===== src/bbc_pkg.sv =====
// Shared types, codes and sizes for the block buffer cache.
// No dependencies; the interfaces and design files use it by scoped names, the testbench files import it.
package bbc_pkg;

	localparam int SLOTS   = 32;
	localparam int SLOT_W  = $clog2(SLOTS);
	localparam int CNT_W   = SLOT_W + 1;
	localparam int FSLOT_W = 5;
	localparam int DEV_W   = 8;
	localparam int BLK_W   = 32;
	localparam int REFS_W  = 8;

	typedef enum logic [1:0] {
		FN_GET      = 2'd0,
		FN_WRITE    = 2'd1,
		FN_RELEASE  = 2'd2,
		FN_COMPLETE = 2'd3
	} func_t;

	typedef enum logic [1:0] {
		DR_NONE  = 2'd0,
		DR_READ  = 2'd1,
		DR_WRITE = 2'd2
	} dreq_t;

	typedef enum logic [1:0] {
		ST_OK      = 2'd0,
		ST_NOFREE  = 2'd1,
		ST_NOTHELD = 2'd2
	} status_t;

	typedef enum logic [2:0] {
		S_IDLE,
		S_HSCAN,
		S_MSCAN,
		S_EUPD,
		S_FIND,
		S_SHIFT,
		S_FRONT,
		S_RESP
	} fsm_t;

	typedef struct packed {
		logic [DEV_W-1:0]  device;
		logic [BLK_W-1:0]  block;
		logic [REFS_W-1:0] refs;
		logic              valid;
		logic              dirty;
	} entry_t;

	// Entry memory access group (one read, one write per cycle)
	typedef struct packed {
		logic [SLOT_W-1:0] ra;
		logic              we;
		logic [SLOT_W-1:0] wa;
		entry_t            wd;
	} ent_port_t;

	// Recency order memory access group: position -> slot
	typedef struct packed {
		logic [SLOT_W-1:0] ra;
		logic              we;
		logic [SLOT_W-1:0] wa;
		logic [SLOT_W-1:0] wd;
	} ord_port_t;

	// Slot index to the 5-bit result field (masked / zero-extended)
	function automatic logic [FSLOT_W-1:0] to_field(input logic [SLOT_W-1:0] e);
		logic [FSLOT_W+SLOT_W-1:0] t;
		t = {{FSLOT_W{1'b0}}, e};
		return t[FSLOT_W-1:0];
	endfunction

	// 5-bit slot field to an index
	function automatic logic [SLOT_W-1:0] to_index(input logic [FSLOT_W-1:0] s);
		logic [FSLOT_W+SLOT_W-1:0] t;
		t = {{SLOT_W{1'b0}}, s};
		return t[SLOT_W-1:0];
	endfunction

	// Slot field names an existing slot
	function automatic logic slot_ok(input logic [FSLOT_W-1:0] s);
		logic [FSLOT_W+SLOT_W-1:0] t;
		t = {{SLOT_W{1'b0}}, s};
		return t < (FSLOT_W + SLOT_W)'(SLOTS);
	endfunction

endpackage


===== src/bbc_req_if.sv =====
// Request channel: valid/ready handshake carrying one cache operation.
// Depends on bbc_pkg for field widths.
interface bbc_req_if;
	logic                        valid;
	logic                        ready;
	logic [1:0]                  func;
	logic [bbc_pkg::DEV_W-1:0]   device;
	logic [bbc_pkg::BLK_W-1:0]   block_number;
	logic [bbc_pkg::FSLOT_W-1:0] slot;

	modport source (output valid, func, device, block_number, slot, input ready);
	modport sink (input valid, func, device, block_number, slot, output ready);
endinterface


===== src/bbc_rsp_if.sv =====
// Response channel: valid/ready handshake carrying one operation result.
// Depends on bbc_pkg for field widths.
interface bbc_rsp_if;
	logic                        valid;
	logic                        ready;
	logic [bbc_pkg::FSLOT_W-1:0] slot_out;
	logic                        hit;
	logic [1:0]                  disk_request;
	logic [1:0]                  status;

	modport source (output valid, slot_out, hit, disk_request, status, input ready);
	modport sink (input valid, slot_out, hit, disk_request, status, output ready);
endinterface


===== src/block_buffer_cache_lru.sv =====
// Block buffer cache with LRU recency order: entry and order memories plus
// the sequencer. Uses bbc_pkg, bbc_req_if, bbc_rsp_if, bbc_ram, bbc_ctrl.
//
// One operation is in flight at a time; the result sits in an output register
// so the next request is taken while it waits. The order memory is walked one
// position per cycle with one read port: a get scans for a hit, then for a free
// buffer on a miss; write, complete and a release that keeps references update
// the entry only; a release that drops to zero adds a search for the slot's
// position and a shift of the positions before it to bring it to the front.
// No clearing pass is needed after reset: per-entry written marks stand in.
module block_buffer_cache_lru (
	input  logic       clk,
	input  logic       arst_n,
	bbc_req_if.sink    req,
	bbc_rsp_if.source  rsp
);
	bbc_pkg::ent_port_t         ent_p;
	bbc_pkg::ord_port_t         ord_p;
	bbc_pkg::entry_t            ent_rd;
	logic [bbc_pkg::SLOT_W-1:0] ord_rd;

	// slot entries: device, block, refs, valid, dirty
	bbc_ram #(.W($bits(bbc_pkg::entry_t)), .D(bbc_pkg::SLOTS)) u_ent_ram (
		.clk (clk),
		.we  (ent_p.we),
		.wa  (ent_p.wa),
		.wd  (ent_p.wd),
		.ra  (ent_p.ra),
		.rd  (ent_rd)
	);

	// recency order, position zero most recent
	bbc_ram #(.W(bbc_pkg::SLOT_W), .D(bbc_pkg::SLOTS)) u_ord_ram (
		.clk (clk),
		.we  (ord_p.we),
		.wa  (ord_p.wa),
		.wd  (ord_p.wd),
		.ra  (ord_p.ra),
		.rd  (ord_rd)
	);

	bbc_ctrl u_ctrl (
		.clk    (clk),
		.arst_n (arst_n),
		.req    (req),
		.rsp    (rsp),
		.ent_p  (ent_p),
		.ent_rd (ent_rd),
		.ord_p  (ord_p),
		.ord_rd (ord_rd)
	);

	// entry and order updates never happen in the same cycle
	a_wr_excl: assert property (@(posedge clk) disable iff (!arst_n)
		!(ent_p.we && ord_p.we))
		else $error("entry and order writes overlap");

	// a hit is always a successful get
	a_hit_ok: assert property (@(posedge clk) disable iff (!arst_n)
		rsp.valid && rsp.hit |-> rsp.status == bbc_pkg::ST_OK)
		else $error("hit with error status");

	// failed operations request no disk traffic
	a_err_nodisk: assert property (@(posedge clk) disable iff (!arst_n)
		rsp.valid && rsp.status != bbc_pkg::ST_OK |-> rsp.disk_request == bbc_pkg::DR_NONE)
		else $error("disk request on failed operation");

	// no request taken while an order update is in progress
	a_no_acc_busy: assert property (@(posedge clk) disable iff (!arst_n)
		ord_p.we |-> !req.ready)
		else $error("request ready during recency update");

endmodule


===== src/bbc_ram.sv =====
// Generic simple dual-port RAM: one write and one registered read per cycle.
// No dependencies.
module bbc_ram #(
	parameter int W = 8,
	parameter int D = 32
) (
	input  logic                 clk,
	input  logic                 we,
	input  logic [$clog2(D)-1:0] wa,
	input  logic [W-1:0]         wd,
	input  logic [$clog2(D)-1:0] ra,
	output logic [W-1:0]         rd
);
	logic [W-1:0] mem [D];

	always_ff @(posedge clk) begin
		if (we) begin
			mem[wa] <= wd;
		end
		rd <= mem[ra];
	end
endmodule


===== src/bbc_ctrl.sv =====
// Sequencer of the buffer cache: scans, read-modify-write of slot entries,
// recency shifting and the output register. Uses bbc_pkg and both channel
// interfaces; drives the entry and order memories held in the top level.
module bbc_ctrl (
	input  logic                        clk,
	input  logic                        arst_n,
	bbc_req_if.sink                     req,
	bbc_rsp_if.source                   rsp,
	output bbc_pkg::ent_port_t          ent_p,
	input  bbc_pkg::entry_t             ent_rd,
	output bbc_pkg::ord_port_t          ord_p,
	input  logic [bbc_pkg::SLOT_W-1:0]  ord_rd
);
	bbc_pkg::fsm_t state_q, state_d;

	// current item
	bbc_pkg::func_t                func_q;
	logic [bbc_pkg::DEV_W-1:0]     dev_q;
	logic [bbc_pkg::BLK_W-1:0]     blk_q;
	logic [bbc_pkg::FSLOT_W-1:0]   slot_q;
	logic [bbc_pkg::SLOT_W-1:0]    sidx_q;

	// scan pipeline: stage 1 order read, stage 2 entry read
	logic [bbc_pkg::CNT_W-1:0]     iss_q;
	logic                          v1_s1, ov_s1;
	logic [bbc_pkg::SLOT_W-1:0]    p1_s1;
	logic                          v2_s2, ev_s2;
	logic [bbc_pkg::SLOT_W-1:0]    e_s2;
	logic [bbc_pkg::SLOT_W-1:0]    sq_q;

	// per-entry written marks; unwritten entries read as reset values
	logic [bbc_pkg::SLOTS-1:0]     ent_vld_q, ord_vld_q;

	// pending result and output register
	logic [bbc_pkg::FSLOT_W-1:0]   rs_slot_q, rs_slot_d;
	logic                          rs_hit_q, rs_hit_d;
	bbc_pkg::dreq_t                rs_req_q, rs_req_d;
	bbc_pkg::status_t              rs_st_q, rs_st_d;
	logic                          rs_ld;
	logic                          o_vld_q;
	logic [bbc_pkg::FSLOT_W-1:0]   o_slot_q;
	logic                          o_hit_q;
	logic [1:0]                    o_req_q, o_st_q;

	logic                          acc, scan_issue, scan_empty, find_empty;
	logic                          hmatch, mmatch, fmatch, out_ld;
	logic [bbc_pkg::SLOT_W-1:0]    scan_pos, e1;
	bbc_pkg::entry_t               ent2;

	assign acc = req.valid && req.ready;
	assign req.ready = (state_q == bbc_pkg::S_IDLE);

	// stage decode
	assign e1 = ov_s1 ? ord_rd : (bbc_pkg::SLOT_W'(bbc_pkg::SLOTS - 1) - p1_s1);
	assign ent2 = ev_s2 ? ent_rd : '0;
	assign scan_issue = iss_q < bbc_pkg::CNT_W'(bbc_pkg::SLOTS);
	assign scan_pos = (state_q == bbc_pkg::S_MSCAN) ?
		bbc_pkg::SLOT_W'(bbc_pkg::SLOTS - 1) - iss_q[bbc_pkg::SLOT_W-1:0] :
		iss_q[bbc_pkg::SLOT_W-1:0];
	assign scan_empty = !scan_issue && !v1_s1 && !v2_s2;
	assign find_empty = !scan_issue && !v1_s1;
	assign hmatch = v2_s2 && ent2.device == dev_q && ent2.block == blk_q;
	assign mmatch = v2_s2 && ent2.refs == '0 && !ent2.dirty;
	assign fmatch = v1_s1 && e1 == sidx_q;
	assign out_ld = (state_q == bbc_pkg::S_RESP) && (!o_vld_q || rsp.ready);

	// next state, memory accesses, result
	always_comb begin
		state_d   = state_q;
		ent_p     = '0;
		ord_p     = '0;
		rs_ld     = 1'b0;
		rs_slot_d = slot_q;
		rs_hit_d  = 1'b0;
		rs_req_d  = bbc_pkg::DR_NONE;
		rs_st_d   = bbc_pkg::ST_OK;
		ent_p.ra  = e1;
		ord_p.ra  = scan_pos;
		case (state_q)
			bbc_pkg::S_IDLE: begin
				ent_p.ra = bbc_pkg::to_index(req.slot);
				if (acc) begin
					if (bbc_pkg::func_t'(req.func) == bbc_pkg::FN_GET) begin
						state_d = bbc_pkg::S_HSCAN;
					end else if (!bbc_pkg::slot_ok(req.slot)) begin
						rs_ld     = 1'b1;
						rs_slot_d = req.slot;
						rs_st_d   = bbc_pkg::ST_NOTHELD;
						state_d   = bbc_pkg::S_RESP;
					end else begin
						state_d = bbc_pkg::S_EUPD;
					end
				end
			end
			bbc_pkg::S_HSCAN: begin
				if (hmatch) begin
					ent_p.we  = 1'b1;
					ent_p.wa  = e_s2;
					ent_p.wd  = ent2;
					if (ent2.refs != '1) begin
						ent_p.wd.refs = ent2.refs + bbc_pkg::REFS_W'(1);
					end
					rs_ld     = 1'b1;
					rs_slot_d = bbc_pkg::to_field(e_s2);
					rs_hit_d  = 1'b1;
					rs_req_d  = ent2.valid ? bbc_pkg::DR_NONE : bbc_pkg::DR_READ;
					state_d   = bbc_pkg::S_RESP;
				end else if (scan_empty) begin
					state_d = bbc_pkg::S_MSCAN;
				end
			end
			bbc_pkg::S_MSCAN: begin
				if (mmatch) begin
					ent_p.we        = 1'b1;
					ent_p.wa        = e_s2;
					ent_p.wd.device = dev_q;
					ent_p.wd.block  = blk_q;
					ent_p.wd.refs   = bbc_pkg::REFS_W'(1);
					rs_ld     = 1'b1;
					rs_slot_d = bbc_pkg::to_field(e_s2);
					rs_req_d  = bbc_pkg::DR_READ;
					state_d   = bbc_pkg::S_RESP;
				end else if (scan_empty) begin
					rs_ld     = 1'b1;
					rs_slot_d = '0;
					rs_st_d   = bbc_pkg::ST_NOFREE;
					state_d   = bbc_pkg::S_RESP;
				end
			end
			bbc_pkg::S_EUPD: begin
				rs_ld   = 1'b1;
				state_d = bbc_pkg::S_RESP;
				ent_p.wa = sidx_q;
				ent_p.wd = ent2;
				case (func_q)
					bbc_pkg::FN_WRITE: begin
						if (ent2.refs != '0) begin
							ent_p.we       = 1'b1;
							ent_p.wd.dirty = 1'b1;
							rs_req_d       = bbc_pkg::DR_WRITE;
						end else begin
							rs_st_d = bbc_pkg::ST_NOTHELD;
						end
					end
					bbc_pkg::FN_RELEASE: begin
						if (ent2.refs != '0) begin
							ent_p.we      = 1'b1;
							ent_p.wd.refs = ent2.refs - bbc_pkg::REFS_W'(1);
							if (ent2.refs == bbc_pkg::REFS_W'(1)) begin
								state_d = bbc_pkg::S_FIND;
							end
						end else begin
							rs_st_d = bbc_pkg::ST_NOTHELD;
						end
					end
					default: begin
						ent_p.we       = 1'b1;
						ent_p.wd.valid = 1'b1;
						ent_p.wd.dirty = 1'b0;
					end
				endcase
			end
			bbc_pkg::S_FIND: begin
				if (fmatch) begin
					state_d = (p1_s1 == '0) ? bbc_pkg::S_FRONT : bbc_pkg::S_SHIFT;
				end else if (find_empty) begin
					state_d = bbc_pkg::S_RESP;
				end
			end
			bbc_pkg::S_SHIFT: begin
				// read position q-1, write it into q in the next cycle
				ord_p.ra = sq_q - bbc_pkg::SLOT_W'(1);
				if (v1_s1) begin
					ord_p.we = 1'b1;
					ord_p.wa = p1_s1 + bbc_pkg::SLOT_W'(1);
					ord_p.wd = e1;
				end
				if (sq_q == '0) begin
					state_d = bbc_pkg::S_FRONT;
				end
			end
			bbc_pkg::S_FRONT: begin
				ord_p.we = 1'b1;
				ord_p.wa = '0;
				ord_p.wd = sidx_q;
				state_d  = bbc_pkg::S_RESP;
			end
			bbc_pkg::S_RESP: begin
				if (out_ld) begin
					state_d = bbc_pkg::S_IDLE;
				end
			end
			default: state_d = bbc_pkg::S_IDLE;
		endcase
	end

	// control state
	always_ff @(posedge clk or negedge arst_n) begin
		if (!arst_n) begin
			state_q   <= bbc_pkg::S_IDLE;
			iss_q     <= '0;
			v1_s1     <= 1'b0;
			v2_s2     <= 1'b0;
			ent_vld_q <= '0;
			ord_vld_q <= '0;
			o_vld_q   <= 1'b0;
		end else begin
			state_q <= state_d;
			if (ent_p.we) begin
				ent_vld_q[ent_p.wa] <= 1'b1;
			end
			if (ord_p.we) begin
				ord_vld_q[ord_p.wa] <= 1'b1;
			end
			if (state_d != state_q) begin
				iss_q <= '0;
				v1_s1 <= 1'b0;
				v2_s2 <= 1'b0;
			end else if (state_q inside {bbc_pkg::S_HSCAN, bbc_pkg::S_MSCAN,
					bbc_pkg::S_FIND}) begin
				iss_q <= iss_q + bbc_pkg::CNT_W'(scan_issue);
				v1_s1 <= scan_issue;
				v2_s2 <= v1_s1;
			end else if (state_q == bbc_pkg::S_SHIFT) begin
				v1_s1 <= (sq_q != '0);
			end
			if (out_ld) begin
				o_vld_q <= 1'b1;
			end else if (rsp.ready) begin
				o_vld_q <= 1'b0;
			end
		end
	end

	// payload registers
	always_ff @(posedge clk) begin
		if (acc) begin
			func_q <= bbc_pkg::func_t'(req.func);
			dev_q  <= req.device;
			blk_q  <= req.block_number;
			slot_q <= req.slot;
			sidx_q <= bbc_pkg::to_index(req.slot);
			ev_s2  <= ent_vld_q[bbc_pkg::to_index(req.slot)];
		end else if (state_q == bbc_pkg::S_HSCAN || state_q == bbc_pkg::S_MSCAN) begin
			e_s2  <= e1;
			ev_s2 <= ent_vld_q[e1];
		end
		if (state_q == bbc_pkg::S_SHIFT) begin
			p1_s1 <= sq_q - bbc_pkg::SLOT_W'(1);
			ov_s1 <= ord_vld_q[sq_q - bbc_pkg::SLOT_W'(1)];
			sq_q  <= sq_q - bbc_pkg::SLOT_W'(1);
		end else begin
			p1_s1 <= scan_pos;
			ov_s1 <= ord_vld_q[scan_pos];
			if (state_q == bbc_pkg::S_FIND) begin
				sq_q <= p1_s1;
			end
		end
		if (rs_ld) begin
			rs_slot_q <= rs_slot_d;
			rs_hit_q  <= rs_hit_d;
			rs_req_q  <= rs_req_d;
			rs_st_q   <= rs_st_d;
		end
		if (out_ld) begin
			o_slot_q <= rs_slot_q;
			o_hit_q  <= rs_hit_q;
			o_req_q  <= rs_req_q;
			o_st_q   <= rs_st_q;
		end
	end

	assign rsp.valid        = o_vld_q;
	assign rsp.slot_out     = o_slot_q;
	assign rsp.hit          = o_hit_q;
	assign rsp.disk_request = o_req_q;
	assign rsp.status       = o_st_q;

endmodule


===== src/flat_wrapper.sv =====
// flat-port wrapper written by rule: the top's interface ports become plain ports
module block_buffer_cache_lru_flat 
  (clk, arst_n, req_valid, req_func, req_device, req_block_number, req_slot, req_ready, rsp_valid, rsp_slot_out, rsp_hit, rsp_disk_request, rsp_status, rsp_ready);
  bbc_req_if req_i ();
  bbc_rsp_if rsp_i ();
  input  logic clk;
  input  logic arst_n;
  input wire logic [$bits(req_i.valid)-1:0] req_valid;
  input wire logic [$bits(req_i.func)-1:0] req_func;
  input wire logic [$bits(req_i.device)-1:0] req_device;
  input wire logic [$bits(req_i.block_number)-1:0] req_block_number;
  input wire logic [$bits(req_i.slot)-1:0] req_slot;
  output wire logic [$bits(req_i.ready)-1:0] req_ready;
  output wire logic [$bits(rsp_i.valid)-1:0] rsp_valid;
  output wire logic [$bits(rsp_i.slot_out)-1:0] rsp_slot_out;
  output wire logic [$bits(rsp_i.hit)-1:0] rsp_hit;
  output wire logic [$bits(rsp_i.disk_request)-1:0] rsp_disk_request;
  output wire logic [$bits(rsp_i.status)-1:0] rsp_status;
  input wire logic [$bits(rsp_i.ready)-1:0] rsp_ready;
  assign req_i.valid = req_valid;
  assign req_i.func = req_func;
  assign req_i.device = req_device;
  assign req_i.block_number = req_block_number;
  assign req_i.slot = req_slot;
  assign req_ready = req_i.ready;
  assign rsp_valid = rsp_i.valid;
  assign rsp_slot_out = rsp_i.slot_out;
  assign rsp_hit = rsp_i.hit;
  assign rsp_disk_request = rsp_i.disk_request;
  assign rsp_status = rsp_i.status;
  assign rsp_i.ready = rsp_ready;
  block_buffer_cache_lru u_core (.clk(clk), .arst_n(arst_n), .req(req_i), .rsp(rsp_i));
endmodule

===== config.mk =====
export PLATFORM = sky130hd
export DESIGN_NAME = block_buffer_cache_lru_flat
export DESIGN_NICKNAME = d
export VERILOG_FILES = /design/src/bbc_pkg.sv /design/src/bbc_req_if.sv /design/src/bbc_rsp_if.sv /design/src/block_buffer_cache_lru.sv /design/src/bbc_ram.sv /design/src/bbc_ctrl.sv /design/src/flat_wrapper.sv
export SDC_FILE = /design/constraint.sdc
export NUM_CORES = 2
export LEC_CHECK = 0
export BUFFER_PORTS_ARGS = -buffer_cell sky130_fd_sc_hd__buf_2
export CAP_MARGIN = 20
export CORE_MARGIN = 3
export CORE_UTILIZATION = 63
export DETAILED_ROUTE_END_ITERATION = 6
export GPL_ROUTABILITY_DRIVEN = 1
export PLACE_DENSITY = 0.88
export SLEW_MARGIN = 20
export SYNTH_ARGS = -nofsm -noshare
export SYNTH_HDL_FRONTEND = slang
export SYNTH_HIERARCHICAL = 1
export SYNTH_SLANG_ARGS = --single-unit

===== constraint.sdc =====
create_clock -name clk -period 8 [get_ports clk]
set_input_delay 1.2 -clock clk [delete_from_list [all_inputs] [get_ports clk]]
set_output_delay 1.2 -clock clk [all_outputs]
set_load 0.005 [all_outputs]

==> results.yml <==
worst_setup_path:
  crit_family: "simple AND/OR/NAND/NOR gates"
  crit_type: "reg -> reg"
  worst-r2r-cell-count: 10
  timing.critical_path.to: "u_core/u_ent_ram/mem[26][44]"
  crit_slowest_cell: "nor2_4"
  cp_buf_inv_count: 1
  setup.worst_path.start: "u_core/u_ctrl/ev_s2"
  crit_path_frequent_cell: "or4_4"
  r2r_end: "u_core/u_ent_ram/mem[26][44]"
  worstPathRequired_ns: 8.42
  critical_path.max_stage_delay_ns: 0.93
  crit_fanout: 27
  critical_path.reg2reg.startpoint: "u_core/u_ctrl/ev_s2"
  worstPathCellList: "or4_4 > a2111oi_4 > nand3_1 > or4_4 > nor3_4 > nor2_2 > o21ai_0 > nand3b_1 > nor2_4 > buf_4"
  cp-end-kind: "flop"
  arrival_ns: 6.88
  timing.critical_path.from_type: "flop"
  timing.critical_path.depth: 10
  regToRegSetupSlack_ns: 1.55
route:
  ant_nets: 0
  drt-wirelength-per-cell_um: 30.6
  route.detailed.drc: 0
  post_drt_via_cell_ratio: 6.98
  drt_pre_antenna_iters: 7
  vias_after_detailed_routing: 45400
  detailed_router_s_first_iteration_violation_count: 6820
  detail_route.wirelength_um: 199000
place:
  dp_worst_setup_slack_ns: 1.86
  place.detailed.instances: 6158
  place_congestion: 0.884
  detailed_place_hpwl_um: 111000
  place_area_um2: 81100
  place.port_buffers: 62
floorplan:
  chipWidth_um: 360
  ios: 63
  placeableCoreArea_um2: 124000
  design.die.area_um2: 130000
  initial_utilization: 0.637
  die-height_um: 360
  placementRows: 129
power_and_ir_drop:
  power.clock.fraction: 0.243
  p_seq_frac: 0.360
  total_power_mw: 34.7
  cellLeakagePower_nw: 30.9
  p_sw_frac: 0.374
  share_comb_of_total_power: 0.397
  pwr_cell_area_nw_per_um2: 399
  power.switching_mw: 13.0
  worst_ir_drop_vdd_mv: 0.586
  p_int_mw: 21.7
timing:
  final.setup.worst_slack_ns: 1.55
  max_freq_ghz: 0.155
  tns_ns: 0
  setup_viol: 0
  finalHoldViolations: 0
  max_slew.worst_pin.slew_ns: 1.19
  clock_skew_after_layout_ns: 0.0330
  slew_headroom: 0.206
  setup_repair_after_global_routing_missed_its_margin: "no"
  fin_crit_sh: 0.807
  final_max_slew_viols: 0
  final.hold.worst_slack_ns: 0.421
  layout_min_cycle_time_ns: 6.45
global_route:
  met1_usage: 0.394
  global_route.usage.total: 0.303
  grt_antenna_before_repair: 8
  groute.layer.met2.usage: 0.478
  overflow: 0
  grt_first_pass_wirelength_um: 292000
  groute.layer.met3.usage: 0.0745
  most_crowded_layer_after_global_routing: "met2"
  first_global_vias: 45300
  grt_max_degree: 122
yosys:
  yosysTopAreaCellShare: 0.698
  synth.lib_cells_used.distinct: 81
  syn-num-nets: 4683
  synthDominantAreaCellType: "edfxtp_1"
  dominantRegCellSynth: "edfxtp_1"
  yosysSeqAreaShare: 0.738
  netlist_top_cells_area: "edfxtp_1 70%, mux2i_1 10%, mux4_2 2.5%"
  synth-seq-cells: 1975
  synth_cells: 4620
  synth_async_sr_flop_share: 0.0385
  yosys_warnings: 6
  synthesis.area_um2: 79000
  synthesis.area_per_instance_um2: 17.1
  synth_edf_count: 1838
finish:
  stdcell_count: 6498
  finish.instance_area_um2: 87000
  layout-drive-gt1-share: 0.131
  syn_to_final_growth_pct: 10.1
  finalNetCount: 4767
  finalCoreUtilization: 0.701
clock_network:
  clock_sinks: 1975
  clock_latency_late_sink_ns: 0.81
  htree_levels: 4
  cts.root.buffer_cell: "clkbuf_16"
  cts.repair.resized: 0
  cts_setup_buffers: 0
  number_of_buffers_inserted_during_clock_tree_synthesis: 181
  cts_tree: "built"
  cts_hold_bufs: 0
  clkSlewWorstSetupHoldPaths_ns: 0.06
  max-clock-path-buffers: 3
run_status:
  run_status: "finished, final reports clean"
min_path:
  hold_path.class: "reg -> reg"
job:
  maxCapViolations: 0
[metal layers]
layer,part of all wire,routed length [µm]
met1,0.34,67500
met2,0.47,93800
met3,0.13,24900
met4,0.062,12200
met5,0.000045,9
[Yosys cell counts, drive strengths merged (7+ instances only)]
master	count
ha	12
nand2b	14
dfrtp	76
or3	7
xnor2	21
a21o	33
nor3	74
o21ai	38
and3	7
xor2	7
a22oi	165
a31o	36
a211oi	7
a21oi	170
nor4	7
a31oi	56
nor2b	27
nor2	119
dfxtp	61
nand3	180
buf	123
edfxtp	1838
nand3b	15
o31ai	10
inv	41
mux2i	811
or4	7
mux4	86
mux2	9
and2	11
o22ai	10
a22o	153
nand2	195
clkbuf	136
[kinds of logic (layout without fill, tap and decap cells)]
group | Yosys count | after routing | synth area share
buffers and inverters | 300 | 539 | 0.0221
AND/OR/NAND/NOR | 686 | 686 | 0.0417
multiplexers | 906 | 906 | 0.129
AO/OA/AOI/OAI | 713 | 713 | 0.0648
adder cells (fa/ha/maj) | 12 | 12 | 0.00190
XOR/XNOR | 28 | 28 | 0.00310
flip-flops | 1975 | 1975 | 0.738
other | 0 | 2 | 0
[state kept, by name, indices dropped and copies added (netlist names), 3 cells and up]
| signal | flops |
|---|---|
| u_core/u_ctrl/ent_vld_q | 32 |
| u_core/u_ent_ram/rd | 50 |
| u_core/u_ctrl/rsp.slot_out | 5 |
| u_core/u_ctrl/sq_q | 5 |
| u_core/u_ord_ram/rd | 5 |
| u_core/u_ctrl/dev_q | 8 |
| u_core/u_ent_ram/mem | 1600 |
| u_core/u_ctrl/e_s2 | 5 |
| u_core/u_ctrl/state_q | 3 |
| u_core/u_ctrl/blk_q | 32 |
| u_core/u_ord_ram/mem | 160 |
| u_core/u_ctrl/ord_vld_q | 32 |
| u_core/u_ctrl/sidx_q | 5 |
| u_core/u_ctrl/rs_slot_q | 5 |
| u_core/u_ctrl/p1_s1 | 5 |
| u_core/u_ctrl/iss_q | 6 |
[layout make-up]
type,count,area (µm²)
Clock buffer,237,4960
Timing Repair Buffer,160,1220
Sequential cell,1975,58300
Antenna cell,2,5.00
Multi-Input combinational cell,2345,19500
Clock inverter,101,818
Inverter,41,159
Tap cell,1637,2050
Fill cell,7011,37100
[power by group through the flow]
stage	Combinational (mW)	Sequential (mW)	Clock, mW
final	13.8	12.5	8.43
after global routing	14.2	12.6	8.84
after CTS	13.4	12.5	8.47
after detailed placement	13.2	12.7	0
after global placement	12.8	12.7	0
after floorplan	9.75	12.6	0
[worst min-delay path by stage]
stage                                     startpoint  cells past startpoint                           endpoint  slack, ns
after floorplan            u_core/u_ctrl/rs_req_q[0]                      0  u_core/u_ctrl/rsp.disk_request[0]       0.40
after global placement    u_core/u_ctrl/rs_slot_q[0]                      0      u_core/u_ctrl/rsp.slot_out[0]       0.41
after detailed placement    u_core/u_ctrl/rs_st_q[0]                      0        u_core/u_ctrl/rsp.status[0]       0.41
after CTS                   u_core/u_ctrl/rs_st_q[0]                      0        u_core/u_ctrl/rsp.status[0]       0.42
after global routing       u_core/u_ctrl/rs_req_q[1]                      0  u_core/u_ctrl/rsp.disk_request[1]       0.42
final                      u_core/u_ctrl/rs_req_q[1]                      0  u_core/u_ctrl/rsp.disk_request[1]       0.42
[layout by cell type (no fill, tap or decap), types with 32 or more instances in the layout]
cell       netlist  routed
edfxtp_1      1838    1838
mux2i_1        811     808
nand2_1        195     194
clkbuf_16        0     188
nand3_1        180     180
a21oi_1        169     167
a22oi_1        164     164
a22o_1         153     129
mux4_2          86      86
nor2_1         118      85
buf_4           38      84
dfrtp_1         76      76
nor3_1          73      70
buf_2           18      62
dfxtp_1         61      61
a31oi_1         56      54
clkbuf_1       134      42
clkinv_1         0      41
inv_1           40      40
clkinv_2         0      33
a21o_1          33      33
nor2_4           0      33
o21ai_0         34      32
Power figures use the tool's default switching activity.
